--- src/websocket_frame_unmasker_assert.svh ---
// ----------------------------------------------------------------------------
// WebSocket frame unmasker assertion macros
// Shared concurrent assertion forms used by the wfu_parse module.
// ----------------------------------------------------------------------------
`ifndef WEBSOCKET_FRAME_UNMASKER_ASSERT_SVH
`define WEBSOCKET_FRAME_UNMASKER_ASSERT_SVH

// Same-cycle implication, disabled during reset
`define WFU_ASSERT_IMPLY(name, clk, rst, ante, cons) \
   name: assert property (@(posedge clk) disable iff (rst) (ante) |-> (cons)) \
      else $error("websocket_frame_unmasker: same-cycle check failed");

// Next-cycle implication, disabled during reset
`define WFU_ASSERT_NEXT(name, clk, rst, ante, cons) \
   name: assert property (@(posedge clk) disable iff (rst) (ante) |=> (cons)) \
      else $error("websocket_frame_unmasker: next-cycle check failed");

`endif

--- src/wfu_pkg.sv ---
// ----------------------------------------------------------------------------
// wfu_pkg
// Types and constants shared by the WebSocket frame unmasker modules.
// ----------------------------------------------------------------------------
`timescale 1ns / 1ps

package wfu_pkg;

   // Result status codes
   localparam logic [2:0] ST_DATA    = 3'd0;
   localparam logic [2:0] ST_EMPTY   = 3'd1;
   localparam logic [2:0] ST_CODE127 = 3'd2;
   localparam logic [2:0] ST_TOOLONG = 3'd3;
   localparam logic [2:0] ST_TRUNC   = 3'd4;

   // Length codes in the second header byte
   localparam logic [6:0] LEN_EXT16  = 7'd126;
   localparam logic [6:0] LEN_EXT64  = 7'd127;

   // Register map
   localparam int         ADDR_W            = 2;
   localparam logic [1:0] ADDR_MAX_PAYLOAD  = 2'd0;
   localparam logic [15:0] MAX_PAYLOAD_RST  = 16'd1023;

   // Input word
   typedef struct packed {
      logic [7:0] rx_byte;
      logic       first_in_buffer;
      logic       last_in_buffer;
   } req_type;

   // Result word
   typedef struct packed {
      logic [2:0]  status;
      logic [7:0]  data;
      logic        last_of_frame;
      logic [15:0] payload_size;
   } rsp_type;

   // Step control from the input stage to the parser
   typedef struct packed {
      logic item_valid;   // input register holds a word
      logic advance;      // result register can take a new value
   } ctl_type;

endpackage

--- src/websocket_frame_unmasker.sv ---
// Path: a word's result, if any, passes from the input register to the result
// register and is offered from there; a stalled result can hold both registers.
// Throughput: one word per cycle while the result side is ready; when a
// result is stalled, one more word can still wait in the input register.
// Reset: synchronous active high; parser returns to the first header byte,
// max_payload returns to 1023, both registers empty.
// ----------------------------------------------------------------------------
// websocket_frame_unmasker
// Byte-wide WebSocket frame deframer that strips the header and unmasks data.
// ----------------------------------------------------------------------------
`timescale 1ns / 1ps

module websocket_frame_unmasker (
   input  logic                       clock,
   input  logic                       reset,
   input  logic                       req_valid,
   output logic                       req_ready,
   input  wfu_pkg::req_type           req_word,
   output logic                       rsp_valid,
   input  logic                       rsp_ready,
   output wfu_pkg::rsp_type           rsp_word,
   input  logic                       psel,
   input  logic                       penable,
   input  logic                       pwrite,
   input  logic [wfu_pkg::ADDR_W-1:0] paddr,
   input  logic [31:0]                pwdata,
   output logic [31:0]                prdata,
   output logic                       pready
);

   logic             in_valid_ff, in_valid_in;
   wfu_pkg::req_type in_word_ff,  in_word_in;
   logic [15:0]      max_payload;
   wfu_pkg::ctl_type ctl;

   assign ctl.item_valid = in_valid_ff;
   assign ctl.advance    = !rsp_valid || rsp_ready;
   assign req_ready      = !in_valid_ff || ctl.advance;

   // input register
   always_comb begin
      in_valid_in = in_valid_ff;
      in_word_in  = in_word_ff;
      if (req_ready) begin
         in_valid_in = req_valid;
         in_word_in  = req_word;
      end
   end

   always_ff @(posedge clock) begin
      if (reset) begin
         in_valid_ff <= 1'b0;
      end else begin
         in_valid_ff <= in_valid_in;
      end
      in_word_ff <= in_word_in;
   end

   wfu_csr u_csr (
      .clock       (clock),
      .reset       (reset),
      .psel        (psel),
      .penable     (penable),
      .pwrite      (pwrite),
      .paddr       (paddr),
      .pwdata      (pwdata),
      .prdata      (prdata),
      .pready      (pready),
      .max_payload (max_payload)
   );

   wfu_parse u_parse (
      .clock       (clock),
      .reset       (reset),
      .ctl         (ctl),
      .in_word     (in_word_ff),
      .max_payload (max_payload),
      .out_valid   (rsp_valid),
      .out_word    (rsp_word)
   );

endmodule

--- src/wfu_csr.sv ---
// ----------------------------------------------------------------------------
// wfu_csr
// APB-style register port holding the max_payload limit.
// ----------------------------------------------------------------------------
`timescale 1ns / 1ps

module wfu_csr (
   input  logic                       clock,
   input  logic                       reset,
   input  logic                       psel,
   input  logic                       penable,
   input  logic                       pwrite,
   input  logic [wfu_pkg::ADDR_W-1:0] paddr,
   input  logic [31:0]                pwdata,
   output logic [31:0]                prdata,
   output logic                       pready,
   output logic [15:0]                max_payload
);

   logic [15:0] max_payload_ff;
   logic [15:0] max_payload_in;
   logic        wr_hit;

   assign pready = 1'b1;
   assign wr_hit = psel && penable && pwrite && (paddr == wfu_pkg::ADDR_MAX_PAYLOAD);

   // register write
   always_comb begin
      max_payload_in = max_payload_ff;
      if (wr_hit) begin
         max_payload_in = pwdata[15:0];
      end
   end

   always_ff @(posedge clock) begin
      if (reset) begin
         max_payload_ff <= wfu_pkg::MAX_PAYLOAD_RST;
      end else begin
         max_payload_ff <= max_payload_in;
      end
   end

   // read back
   assign prdata      = (paddr == wfu_pkg::ADDR_MAX_PAYLOAD) ? {16'd0, max_payload_ff} : 32'd0;
   assign max_payload = max_payload_ff;

endmodule

--- src/wfu_parse.sv ---
// ----------------------------------------------------------------------------
// wfu_parse
// Frame header parser, key capture and payload unmask with result register.
// ----------------------------------------------------------------------------
`timescale 1ns / 1ps

`include "websocket_frame_unmasker_assert.svh"

module wfu_parse (
   input  logic             clock,
   input  logic             reset,
   input  wfu_pkg::ctl_type ctl,
   input  wfu_pkg::req_type in_word,
   input  logic [15:0]      max_payload,
   output logic             out_valid,
   output wfu_pkg::rsp_type out_word
);

   typedef enum logic [2:0] {
      PH_HDR0,
      PH_HDR1,
      PH_EXT0,
      PH_EXT1,
      PH_KEY,
      PH_DATA,
      PH_DONE
   } phase_type;

   phase_type        phase_ff,       phase_in;
   logic [15:0]      payload_len_ff, payload_len_in;
   logic [15:0]      byte_count_ff,  byte_count_in;
   logic [3:0][7:0]  mask_key_ff,    mask_key_in;
   logic [1:0]       key_index_ff,   key_index_in;
   logic             out_valid_ff,   out_valid_in;
   wfu_pkg::rsp_type out_word_ff,    out_word_in;

   phase_type        ph;
   logic [15:0]      plen;
   logic [15:0]      bcnt;
   logic [3:0][7:0]  key;
   logic [1:0]       kidx;
   logic [15:0]      bcnt_inc;
   logic [7:0]       unmasked;
   logic             too_long;
   logic             res_valid;
   wfu_pkg::rsp_type res;
   logic             fire;

   assign fire = ctl.item_valid && ctl.advance;

   // next state and result for the word in the input register
   always_comb begin
      ph   = phase_ff;
      plen = payload_len_ff;
      bcnt = byte_count_ff;
      key  = mask_key_ff;
      kidx = key_index_ff;
      if (in_word.first_in_buffer) begin
         ph   = PH_HDR0;
         plen = '0;
         bcnt = '0;
         key  = '0;
         kidx = '0;
      end

      phase_in       = ph;
      payload_len_in = plen;
      byte_count_in  = bcnt;
      mask_key_in    = key;
      key_index_in   = kidx;

      bcnt_inc  = bcnt + 16'd1;
      unmasked  = in_word.rx_byte ^ key[bcnt[1:0]];
      too_long  = plen > max_payload;
      res_valid = 1'b0;
      res       = '0;

      case (ph)
         PH_HDR0: begin
            if (in_word.last_in_buffer) begin
               phase_in  = PH_DONE;
               res_valid = 1'b1;
               res.status        = wfu_pkg::ST_TRUNC;
               res.last_of_frame = 1'b1;
            end else begin
               phase_in = PH_HDR1;
            end
         end
         PH_HDR1: begin
            if (in_word.rx_byte[6:0] == wfu_pkg::LEN_EXT64) begin
               phase_in  = PH_DONE;
               res_valid = 1'b1;
               res.status        = wfu_pkg::ST_CODE127;
               res.last_of_frame = 1'b1;
            end else begin
               if (in_word.rx_byte[6:0] != wfu_pkg::LEN_EXT16) begin
                  payload_len_in = {9'd0, in_word.rx_byte[6:0]};
               end
               if (in_word.last_in_buffer) begin
                  phase_in  = PH_DONE;
                  res_valid = 1'b1;
                  res.status        = wfu_pkg::ST_TRUNC;
                  res.last_of_frame = 1'b1;
               end else if (in_word.rx_byte[6:0] == wfu_pkg::LEN_EXT16) begin
                  phase_in = PH_EXT0;
               end else begin
                  key_index_in = '0;
                  phase_in     = PH_KEY;
               end
            end
         end
         PH_EXT0, PH_EXT1: begin
            // extended length, high byte first, unsigned
            if (ph == PH_EXT0) begin
               payload_len_in = {in_word.rx_byte, 8'd0};
            end else begin
               payload_len_in = {plen[15:8], in_word.rx_byte};
            end
            if (in_word.last_in_buffer) begin
               phase_in  = PH_DONE;
               res_valid = 1'b1;
               res.status        = wfu_pkg::ST_TRUNC;
               res.last_of_frame = 1'b1;
            end else if (ph == PH_EXT0) begin
               phase_in = PH_EXT1;
            end else begin
               key_index_in = '0;
               phase_in     = PH_KEY;
            end
         end
         PH_KEY: begin
            mask_key_in[kidx] = in_word.rx_byte;
            if (kidx == 2'd3) begin
               key_index_in = '0;
               if (plen == 16'd0) begin
                  // empty frame ends on the last key byte
                  phase_in  = PH_DONE;
                  res_valid = 1'b1;
                  res.status        = wfu_pkg::ST_EMPTY;
                  res.last_of_frame = 1'b1;
               end else if (in_word.last_in_buffer) begin
                  phase_in  = PH_DONE;
                  res_valid = 1'b1;
                  res.status        = wfu_pkg::ST_TRUNC;
                  res.last_of_frame = 1'b1;
               end else begin
                  byte_count_in = '0;
                  phase_in      = PH_DATA;
               end
            end else if (in_word.last_in_buffer) begin
               phase_in  = PH_DONE;
               res_valid = 1'b1;
               res.status        = wfu_pkg::ST_TRUNC;
               res.last_of_frame = 1'b1;
            end else begin
               key_index_in = kidx + 2'd1;
            end
         end
         PH_DATA: begin
            byte_count_in = bcnt_inc;
            if (bcnt_inc == plen) begin
               phase_in  = PH_DONE;
               res_valid = 1'b1;
               res.status        = too_long ? wfu_pkg::ST_TOOLONG : wfu_pkg::ST_DATA;
               res.data          = too_long ? 8'd0 : unmasked;
               res.last_of_frame = 1'b1;
               res.payload_size  = plen;
            end else if (in_word.last_in_buffer) begin
               phase_in  = PH_DONE;
               res_valid = 1'b1;
               res.status        = wfu_pkg::ST_TRUNC;
               res.last_of_frame = 1'b1;
            end else if (!too_long) begin
               res_valid = 1'b1;
               res.status = wfu_pkg::ST_DATA;
               res.data   = unmasked;
            end
         end
         default: begin
            // after the frame: ignore until the next buffer
         end
      endcase
   end

   // result register loads whenever it is free or being drained
   always_comb begin
      out_valid_in = out_valid_ff;
      out_word_in  = out_word_ff;
      if (ctl.advance) begin
         out_valid_in = fire && res_valid;
         out_word_in  = res;
      end
   end

   always_ff @(posedge clock) begin
      if (reset) begin
         phase_ff       <= PH_HDR0;
         payload_len_ff <= '0;
         byte_count_ff  <= '0;
         mask_key_ff    <= '0;
         key_index_ff   <= '0;
         out_valid_ff   <= 1'b0;
      end else begin
         if (fire) begin
            phase_ff       <= phase_in;
            payload_len_ff <= payload_len_in;
            byte_count_ff  <= byte_count_in;
            mask_key_ff    <= mask_key_in;
            key_index_ff   <= key_index_in;
         end
         out_valid_ff <= out_valid_in;
      end
      out_word_ff <= out_word_in;
   end

   assign out_valid = out_valid_ff;
   assign out_word  = out_word_ff;

   // checks
   `WFU_ASSERT_IMPLY(a_err_is_last, clock, reset,
      out_valid_ff && (out_word_ff.status != wfu_pkg::ST_DATA), out_word_ff.last_of_frame)
   `WFU_ASSERT_IMPLY(a_len_only_on_last, clock, reset,
      out_valid_ff && !out_word_ff.last_of_frame, out_word_ff.payload_size == 16'd0)
   `WFU_ASSERT_NEXT(a_last_ends_frame, clock, reset,
      fire && res_valid && res.last_of_frame, phase_ff == PH_DONE)
   `WFU_ASSERT_NEXT(a_hold_when_stalled, clock, reset,
      out_valid_ff && !ctl.advance, out_valid_ff && $stable(out_word_ff))

endmodule

--- config.mk ---
export PLATFORM = sky130hd
export DESIGN_NAME = websocket_frame_unmasker
export DESIGN_NICKNAME = d
export VERILOG_FILES = /design/src/wfu_pkg.sv /design/src/websocket_frame_unmasker.sv /design/src/wfu_csr.sv /design/src/wfu_parse.sv
export VERILOG_INCLUDE_DIRS = /design/src /design/src/src
export SDC_FILE = /design/constraint.sdc
export NUM_CORES = 1
export LEC_CHECK = 0
export BUFFER_PORTS_ARGS = -buffer_cell sky130_fd_sc_hd__buf_2
export CAP_MARGIN = 15
export CORE_MARGIN = 4
export CORE_UTILIZATION = 35
export CTS_BUF_LIST = sky130_fd_sc_hd__clkbuf_2
export DETAILED_ROUTE_END_ITERATION = 12
export GPL_TIMING_DRIVEN = 0
export SLEW_MARGIN = 10
export SYNTH_ARGS = -nofsm -noshare
export SYNTH_HDL_FRONTEND = slang
export SYNTH_SLANG_ARGS = --single-unit
export TNS_END_PERCENT = 10
--- constraint.sdc ---
create_clock -name clock -period 4.2 [get_ports clock]
set_input_delay 0.63 -clock clock [delete_from_list [all_inputs] [get_ports clock]]
set_output_delay 0.63 -clock clock [all_outputs]
set_load 0.01 [all_outputs]
---- Word level (Yosys, flattened, before mapping) ----
Cells that the tools add are included.
cells by class
  $add $sub $neg .......................... 2
  magnitude comparators ................... 4
  equal/unequal tests ..................... 10
  multiplexer cells ....................... 60
  bitwise operators ....................... 1
  reduce and logical (&&, ||, !) cells .... 16
operator list
  operator               number
  $mux 16                9
  $mux 32                2
  $pmux 16 s2            2
  $mux 3                 16
  $mux 8                 5
  $bwmux 32              1
  $mux 2                 10
  $add 16x1->16 const B  1
  $bmux 8 s2             1
  $demux 8 s2            1
  $eq 16x16->1           1
  $gt 16x16->1           1
  $logic_not 16->1       1
  $pmux 3 s5             1
  $eq 7x7->1 const B     2
  $mux 12                1
  $pmux 3 s4             1
  $pmux 1 s4             2
  $xor 8x8->8            1
  $mux 1                 7
  $ne 7x7->1 const B     1
  $eq 3x2->1 const B     2
  $eq 3x3->1 const B     2
  $logic_and 1x1->1      6
  13 further kinds       16
storage, ports and cells
  bits in registers ....................... 125
  input port bits ......................... 51
  output and inout port bits .............. 63
  logic and storage cells ................. 111

---- Logic depth before layout (Yosys ltp) ----
Gate-level depths: netlist of the first run.
  depth after elaboration ................. 8
  depth in mapped cells ................... 15

---- By module ----
From an unflattened synthesis of the first run, not the netlist that was laid out.
unflattened totals
  cells, all modules ...................... 794
  area total of the unflattened synthesis .. 7014.2 um^2
modules (own cells, without submodules)
  module                    instances  cells an instance  area each (um^2)  seq. area each (um^2)
  wfu_parse                 1          672                5720.5            2242.2
  wfu_csr                   1          107                934.6             320.3
  websocket_frame_unmasker  1          15                 359.1             320.3

---- Worst setup path after synthesis of the first run ----
No wires, ideal clock.
  path type ............................... register to register
  start ................................... register in_word_ff[1] in the netlist's numbering
  end ..................................... register u_parse.out_word_ff, in the netlist u_parse.out_word[19] (data pin)
  library setup time ...................... 0.176 ns
  arrival ................................. 3.379 ns
  data required time ...................... 4.024 ns
  slack ................................... 0.645 ns
  cell stages (with the launch flop) ...... 15
  clock period less this slack ............ 3.555 ns
  path through ............................ edfxtp_1 -> clkbuf_1 -> clkbuf_1 -> clkbuf_1 -> buf_1 -> nor2b_1 -> ha_1 -> buf_2 -> xor3_1 -> nor4_1 -> and3_1 -> nand4_1 -> a21o_1 -> o31a_4 -> nor4_1
on the way
  word-level cells in the longest chain between the ends .. 7
ends and longest elaborated chain
  item                                                                   line                            source
  from (decl)                                                            websocket_frame_unmasker.sv:32  wfu_pkg::req_type in_word_ff, in_word_in;
  from (signal assigned)                                                 websocket_frame_unmasker.sv:56  in_word_ff <= in_word_in;
  parallel branches: the longest is 7 deep, another holds $add 16x1->16  --
  to (signal assigned)                                                   wfu_parse.sv:213                out_word_ff <= out_word_in;
  to (decl)                                                              wfu_parse.sv:35                 wfu_pkg::rsp_type out_word_ff, out_word_in;
Several ways; the timed one is not identified. The select of a mux whose other input is x is not followed.
A chain may end at the register's enable or synchronous reset.

---- Worst setup path in the final report of the first run ----
  start ................................... register in_word_ff[1] in the netlist's numbering
  end ..................................... register u_parse.out_valid_ff, in the netlist u_parse.out_valid
on the way
  word-level cells in the longest chain between the ends .. 7
ends and longest elaborated chain
  item                                                                   line              source
  parallel branches: the longest is 5 deep, another holds $add 16x1->16  --
  $pmux 1 s4 (*)                                                         wfu_parse.sv:78   case (ph)
  $logic_and 1x1->1 (*)                                                  wfu_parse.sv:190  out_valid_in = fire && res_valid;
  to (signal assigned)                                                   wfu_parse.sv:211  out_valid_ff <= out_valid_in;
  to (decl)                                                              wfu_parse.sv:34   logic out_valid_ff, out_valid_in;
Mark *: on every way between the ends.

==> impl_metrics.toml, run 1 <==
[drt]
first_pass_iters = 8
routed_via_density = 5.28
ant_nets = 0
wl_per_cell_um = 17.7
drc = 0
dr_total_vias = 6252
drtIter0Drc = 426
wirelength_mm = 20.9

[floorplan]
rows = 51
die_y_um = 149
die_w_um = 149
die-area_sq_mm = 0.0221
core_area_sq_mm = 0.0195
start_util_pct = 35.5
io_pins = 114

[global_routing]
antenna_found_initial = 2
gr-usage-met2_pct = 30.1
grt_overflow = 0
grt_max_degree = 31
met3_usage_pct = 3.84
track_usage_pct = 18.9
grt_pass1_vias = 5730
grt-busiest-layer = "met2"
grt_pass1_wl_mm = 32.4
grt_util_met1_pct = 25.9

[timing]
fmax_mhz = 249
max_slew_margin_pct = 34.7
tns_ns = 0
hold_viol = 0
finalSetupViolCount = 0
hold_slack_ns = 0.0823
slew_violations = 0
clock_skew_ns = 0.0533
worst_slack_ns = 0.178
worst_slew_pin_slew_ns = 0.971
rsz0062_at_grt = "true"
period_needed_ns = 4.02
period_share_pct = 95.8

[setup_path]
cp.arrival_ns = 4.66
cp_data_required_time_ns = 4.84
start_kind = "register"
critPathMaxFanout = 10
crit_path_end_kind = "register"
crit_type = "register to register"

[place]
post-place-ws_ns = -0.712
dp_hpwl_mm = 15.2
placedCellCount = 1149
portBuffers = 80
place.gp.congestion = 0.963
placed_cell_area_sq_mm = 0.00771

[cells_and_area]
syn2layout_area_growth_pct = 15.8
final_area_sq_mm = 0.00801
fin_nets = 974
final_core_util_pct = 41.1
fin_cells = 1183
drive_above_1_share_pct = 18.9

[logic_synthesis]
synth-edff-count = 38
syn_area_per_cell_sq_um = 8.78
synth_area_leader_cell = "dfxtp_1"
syn_area_sq_mm = 0.00692
synth_most_common_cell = "nand2_1"
synthTopCellsByArea = "dfxtp_1 25%, edfxtp_1 16%, nand2_1 4.8%, a22oi_1 4.7%, nor2_1 4.3%"
yosys-top-cells-count = "88 x nand2_1, 87 x dfxtp_1, 80 x nor2_1"
synth_cell_type_count = 65
ys.flop_type = "dfxtp_1"
ys_ff_latch = 125
async_reset_ff_share_pct = 0
synth.top_cell.area_share_pct = 25.2
ys.warnings.count = 0
ys_seq_area_share_pct = 41.7
syn_inst = 788

[clock_tree]
postCtsHoldBufs = 0
cts-root-buf = "clkbuf_2"
clkTransAtPathRegs_ns = 0.20
clock_latency_ns = 0.72
ctsHtreeMaxLevel = 4
cts_sinks = 125
cts_tree = "done"
clk_path_buf_depth = 2
cts-buffers-inserted = 17

[worst_hold_path]
hold_path_class = "input pin to register"

[pwr]
finalPower_mw = 2.35
p_leak_nw = 3.26
power.density_mw_per_mm2 = 294
ir_drop_mv = 0.241

[status]
status = "completed"

[flow_run]
maxCapViolations = 0
==> layer usage <==
layer,wire [um],vias up
li1,-,3049
met1,9400,2933
met2,9770,229
met3,1250,39
met4,522,2
met5,7,-
==> kinds of logic (layout without fill, tap and decap cells) <==
| family | Yosys count | after routing | share of synthesized area [%] |
|---|---|---|---|
| other | 2 | 18 | 0.109 |
| AND/OR/NAND/NOR | 329 | 329 | 24.6 |
| multiplexers | 12 | 12 | 3.18 |
| flip-flops | 125 | 125 | 41.7 |
| XOR/XNOR | 22 | 22 | 3.00 |
| buffers and inverters | 100 | 214 | 6.49 |
| AO/OA/AOI/OAI | 179 | 179 | 17.5 |
| adder cells (fa/ha/maj) | 19 | 19 | 3.44 |
==> path summary, 6_finish.rpt <==
check,start,to,slack (ns),cells after the start
worst max-delay path,in_word_ff[1],u_parse.out_valid,0.18,14
worst min-delay path,req_word[7],in_word_ff[7],0.08,1
worst max register to register,in_word_ff[1],u_parse.out_valid,0.18,14
worst min register to register,u_csr.max_payload[11],u_csr.max_payload[11],0.47,2
==> sequential cells by signal (all words and copies together), names as in the netlist <==
name                    count
u_parse.byte_count_ff      16
in_valid_ff                 1
u_csr.max_payload          16
u_parse.mask_key_ff        32
u_parse.phase_ff            3
in_word_ff                 10
u_parse.payload_len_ff     16
u_parse.out_word           28
u_parse.out_valid           1
u_parse.key_index_ff        2
==> layout make-up <==
cell class	instances	area [sq um]
Antenna cell	1	2.50
Buffer	78	373
Clock buffer	17	85.1
Timing Repair Buffer	83	440
Tap cell	265	332
Clock inverter	15	170
Inverter	21	78.8
Sequential cell	125	2880
Fill cell	1932	11500
Multi-Input combinational cell	578	3640
==> layout by cell type (no fill, tap or decap), types with 4 or more instances in the layout <==
cell      synthesis  layout
buf_2             5      88
nand2_1          88      87
dfxtp_1          87      87
nor2_1           80      80
a21oi_1          49      49
clkbuf_1         50      47
a22oi_1          43      43
edfxtp_1         38      38
o21ai_0          28      28
nor2b_1          26      26
nor3_1           25      25
inv_1            21      21
clkbuf_2          0      20
and2_1           20      20
buf_4            18      19
ha_1             19      19
and3_1           17      17
conb_1            2      17
xnor2_1          16      16
nand4_1          13      13
nor4_1           13      13
a21o_1            8       8
mux4_2            8       8
a211o_1           8       8
or3_1             7       7
a311oi_1          7       7
nand3_1           6       6
o41ai_1           6       6
xor2_1            5       5
nand3b_1          5       5
nor4_2            5       5
o22ai_1           4       4
mux2i_1           4       4
or2_2             4       4
a31oi_1           4       4
==> what timing repair did <==
| action | in CTS | in global routing |
|---|---|---|
| setup endpoints to repair | 31 | 26 |
| pin swaps | 0 | 0 |
| gates resized for setup | 5 | 2 |
| buffers inserted | 1 | 0 |
==> critical path: stages, from the launching register on <==
cell       delay [ns]
edfxtp_1         0.49
clkbuf_2         0.24
clkbuf_2         0.26
buf_2            0.27
nor2b_1          0.15
ha_1             0.15
buf_2            0.22
nand3_4          0.14
or4_1            0.53
a211oi_1         0.29
nand4_1          0.20
a2111oi_2        0.43
buf_4            0.28
nor3_2           0.07
a211oi_2         0.25
==> where the power goes <==
part / internal [mW] / switching (mW)
Clock: 0.329 / 0.496
Combinational: 0.0830 / 0.167
Sequential: 1.27 / 0.0141
Total: 1.68 / 0.677
Note: power is estimated with default switching activity, not from simulation.
==> run 2: changes to the inputs <==
- CELL_PAD_IN_SITES_DETAIL_PLACEMENT: default -> 1
- CELL_PAD_IN_SITES_GLOBAL_PLACEMENT: default -> 1
- MAX_ROUTING_LAYER: default -> met4
- PLACE_DENSITY_LB_ADDON: default -> 0.1
==> run 2 against run 1 <==
Net effect: sequential power about the same; final area up 1.6%; utilization up 0.68 points.
==> impl_metrics.toml, run 2 (synthesis results as in run 1) <==
[setup_path]
crit_path_end_kind = "register"
reg2reg_to = "u_parse.out_word[27]"
r2r_start = "in_word_ff[1]"
critPathMaxStageDelay_ns = 0.53
reg2regPathDepth = 13
cp.arrival_ns = 4.50
crit_type = "register to register"
cp_data_required_time_ns = 4.68
start_kind = "register"
cp_cell_sequence = "buf_4 > clkbuf_4 > clkbuf_4 > nor2b_1 > ha_1 > clkbuf_4 > nand3_4 > or4_1 > a211oi_1 > nand4_1 > a21o_1 > nor3_1 > o32ai_1"
cp_common_cell = "clkbuf_4"
critPathMaxFanout = 10
ff2ff_setup_slack_ns = 0.18
critPathTopFamily = "simple AND/OR/NAND/NOR gates"
crit_path_top_delay_cell = "or4_1"
path_buf_inv = 4

[pwr]
ir_drop_mv = 0.126
power.density_mw_per_mm2 = 286
p_leak_nw = 3.31

[worst_hold_path]
hold_path_class = "input pin to register"
hold_start = "req_word[1]"
whs_endpoint = "in_word_ff[1]"
holdPathStages = 1

[floorplan]
die_w_um = 149
die_y_um = 149
die-area_sq_mm = 0.0221
start_util_pct = 35.5
rows = 51
io_pins = 114
core_area_sq_mm = 0.0195

[timing]
period_share_pct = 95.8
worst_slack_ns = 0.178
rsz0062_at_grt = "true"
period_needed_ns = 4.02
clock_skew_ns = 0.0332
fmax_mhz = 249
max_slew_margin_pct = 49.2
worst_slew_pin_slew_ns = 0.762
hold_viol = 0
tns_ns = 0
finalSetupViolCount = 0
slew_violations = 0

[cells_and_area]
top_register = "u_parse.mask_key_ff"
final_cell_mix = "88 x buf_2, 87 x nand2_1, 87 x dfxtp_1"
fin_nets = 985
fin_cells = 1194
final_area_sq_mm = 0.00814
mostFrequentLayoutCell = "buf_2"
drive_above_1_share_pct = 19.7
syn2layout_area_growth_pct = 17.7
largest_reg_flops = 32

[drt]
wirelength_mm = 24.4
drtIter0Drc = 429
drc = 0
first_pass_iters = 7
ant_nets = 0
dr_total_vias = 6506
routed_via_density = 5.45
wl_per_cell_um = 20.4

[status]
status = "completed"

[global_routing]
grt_overflow = 0
grt_max_degree = 24
track_usage_pct = 22.7
grt_pass1_vias = 6697
grt_pass1_wl_mm = 37.9
antenna_found_initial = 1

[place]
post-place-ws_ns = -1.39
placedCellCount = 1150
placed_cell_area_sq_mm = 0.00774
dp_hpwl_mm = 18.3
place.gp.congestion = 0.874
portBuffers = 80

[clock_tree]
clk_path_buf_depth = 2
cts_tree = "done"
cts-root-buf = "clkbuf_2"
cts_sinks = 125
clkTransAtPathRegs_ns = 0.21
cts-buffers-inserted = 17
clock_latency_ns = 0.73
ctsHtreeMaxLevel = 4

[flow_run]
maxCapViolations = 0
run 2: per-layer routing:
metal / vias up / global-route usage, % / part of all wire, %
li1: 3074 / - / -
met2: 181 / 35.7 / 47
met1: 3205 / 29.6 / 46
met3: 46 / 4.63 / 5.0
met5: - / - / 0
met4: 0 / 7.25 / 2.3
run 2: power by group:
group	total, mW	switching (mW)	internal, mW
registers	1.28	0.0142	1.27
clock network	0.779	0.543	0.236
logic	0.270	0.179	0.0906
run 2: final cells by class:
class / instances / area, sq um
Sequential cell: 125 / 2880
Clock buffer: 17 / 85.1
Multi-Input combinational cell: 578 / 3680
Timing Repair Buffer: 94 / 543
Tap cell: 265 / 332
Antenna cell: 1 / 2.50
Inverter: 21 / 78.8
Buffer: 78 / 387
Fill cell: 2360 / 11300
Clock inverter: 15 / 151
run 2: how the worst max path moves through the flow:
stage	start	to	slack, ns	depth (start not counted)
6_report	in_word_ff[1]	u_parse.out_word[27]	0.18	13
5_1_grt	in_word_ff[1]	u_parse.out_word[18]	-0.03	12
4_1_cts	in_word_ff[1]	u_parse.out_word[19]	0.02	13
3_5_place_dp	in_word_ff[1]	u_parse.out_word[22]	-1.39	12
3_3_place_gp	in_word_ff[1]	u_parse.out_word[22]	-1.24	12
2_1_floorplan	in_word_ff[1]	u_parse.out_word[19]	0.65	14
run 2: metrics by stage:
| step | total power [mW] | hold slack, ns | util, % |
|---|---|---|---|
| 2_1_floorplan | 1.45 | 0.436 | - |
| 3_5_place_dp | 1.56 | 0.451 | 39.8 |
| 5_1_grt | 2.45 | 0.000905 | 41.8 |
| 4_1_cts | 2.35 | 0.00273 | 41.1 |
| 3_3_place_gp | 1.55 | 0.444 | 39.6 |
| 6_report | 2.33 | 0.0771 | 41.8 |
run 2: what timing repair did:
item / in CTS / in global routing
endpoints found under the hold margin: 0 / 9
endpoints found under the setup margin: 32 / 36
hold buffers: 0 / 9
setup buffers: 1 / 1
pin swaps: 0 / 0
resized for setup: 10 / 10
gates cloned: 0 / 0
==> run 3: changes to the inputs <==
- CORE_UTILIZATION: 35 -> 44
==> run 3 against run 2 <==
Net effect: global-route usage increased by 4.5 points; worst hold slack better by 0.0087 ns; die area is 19% lower; clock power fell by 0.9%; utilization up 11 points; sequential share of layout area rose by 0.25 points; final area decreased by 0.69%; non-clock buffer count is 2 lower; largest cell class unchanged; largest power group unchanged; highest routed layer unchanged.
==> impl_metrics.toml, run 3 (synthesis results as in run 1) <==
[status]
status = "completed"

[drt]
first_pass_iters = 5
ant_nets = 0
wl_per_cell_um = 20.4
drc = 0
dr_total_vias = 6520
wirelength_mm = 23.2
drtIter0Drc = 553
routed_via_density = 5.73

[timing]
hold_viol = 0
worst_slew_pin_slew_ns = 1.09
worst_slack_ns = 0.240
period_needed_ns = 3.96
tns_ns = 0
rsz0062_at_grt = "false"
slew_violations = 0
finalSetupViolCount = 0
clock_skew_ns = 0.0514
fmax_mhz = 253
max_slew_margin_pct = 26.8
hold_slack_ns = 0.0858
period_share_pct = 94.3

[clock_tree]
cts_tree = "done"
cts-buffers-inserted = 17
cts_sinks = 125
clock_latency_ns = 0.75
ctsHtreeMaxLevel = 4
cts-root-buf = "clkbuf_2"
clk_path_buf_depth = 2
clkTransAtPathRegs_ns = 0.21

[pwr]
finalPower_mw = 2.32
power.density_mw_per_mm2 = 287
p_leak_nw = 3.31
seq_power_share_pct = 55.1
clockPowerShare_pct = 33.3
swShare_pct = 31.4
ir_drop_mv = 0.165
p_comb_share_pct = 11.7
power.internal_mw = 1.59
p_switching_uw = 729

[floorplan]
die-area_sq_mm = 0.0178
start_util_pct = 45.2
core_area_sq_mm = 0.0153
die_y_um = 133
die_w_um = 133
rows = 45
io_pins = 114

[setup_path]
cp.arrival_ns = 4.50
cp_data_required_time_ns = 4.74
crit_start = "in_word_ff[1]"
crit_type = "register to register"
r2r_start = "in_word_ff[1]"
critPathMaxFanout = 19
start_kind = "register"
crit_path_end_kind = "register"

[place]
place.gp.congestion = 0.928
dp_hpwl_mm = 17.5
post-place-ws_ns = -1.05
portBuffers = 80

[global_routing]
grt-busiest-layer = "met2"
track_usage_pct = 27.2
antenna_found_initial = 1
grt_overflow = 0
gr-usage-met2_pct = 45.4
grt_util_met1_pct = 34.0
grt_pass1_vias = 6679
met3_usage_pct = 4.46
grt_max_degree = 24
grt_pass1_wl_mm = 36.8

[cells_and_area]
syn2layout_area_growth_pct = 16.9
largest_reg_flops = 32
top_register = "u_parse.mask_key_ff"
final_core_util_pct = 52.8
fin_nets = 983
final_cell_mix = "87 x nand2_1, 87 x dfxtp_1, 86 x buf_2"
drive_above_1_share_pct = 19.8

[worst_hold_path]
hold_start = "pwdata[9]"
hold_path_class = "input pin to register"

[flow_run]
maxCapViolations = 0
[run 3: cell types whose count changed in the layout (fill, tap and decap cells not counted), sizes merged]
cell,change
inv,+3
clkinvlp,-2
clkinv,-1
clkbuf,-3
buf,+1
[run 3: layer usage]
metal / wire [um] / vias to the layer above / part of all wire, %
li1: - / 3066 / -
met1: 9940 / 3212 / 43
met2: 11600 / 199 / 50
met3: 1140 / 43 / 4.9
met4: 605 / 0 / 2.6
met5: 0 / - / 0
[run 3: final timing paths]
kind	end	slack (ns)	cells after the start
max	u_parse.out_word[24]	0.24	13
min	u_csr.max_payload[9]	0.09	2
max reg2reg	u_parse.out_word[24]	0.24	13
min reg2reg	u_csr.max_payload[15]	0.47	2
[run 3: area by class of cell]
type / count / area (sq um)
flip-flops and latches: 125 / 2880
clock inverters: 15 / 146
plain buffers: 78 / 387
clock buffers: 17 / 85.1
multi-input cells: 578 / 3700
repair buffers: 92 / 533
inverters: 21 / 78.8
fillers: 1879 / 7230
well taps: 211 / 264
diodes: 1 / 2.50
[run 3: worst max-delay path, stage by stage, from the launching register on]
cell and delay, ns:
edfxtp_1 0.52, buf_4 0.22, buf_4 0.23, buf_4 0.22
nor2b_1 0.15, ha_1 0.18, buf_4 0.19, nand3_4 0.13
or4_1 0.55, a211oi_2 0.25, nand4_1 0.20, a21o_1 0.24
o31a_4 0.36, nor4_4 0.33
[run 3: through the flow]
| step | std cells | area, sq um |
|---|---|---|
| after floorplan | 803 | 6970 |
| after global placement | 1094 | 7640 |
| after detailed placement | 1095 | 7660 |
| after CTS | 1128 | 7970 |
| after global routing | 1138 | 8080 |
| final | 1138 | 8080 |
[run 3: power groups by stage]
| stage | Combinational, mW | Clock (mW) | Sequential [mW] |
|---|---|---|---|
| CTS | 0.260 | 0.794 | 1.28 |
| detailed placement | 0.254 | 0 | 1.30 |
| global route | 0.296 | 0.852 | 1.28 |
| floorplan | 0.150 | 0 | 1.30 |
| finish | 0.271 | 0.772 | 1.28 |
| global placement | 0.245 | 0 | 1.30 |
[run 3: timing repair]
action | CTS | global route
hold buffers | 0 | 9
endpoints found under the hold margin | 0 | 9
resized for setup | 17 | 11
endpoints found under the setup margin | 34 | 41
pin swaps | 0 | 3
buffers inserted | 1 | 1
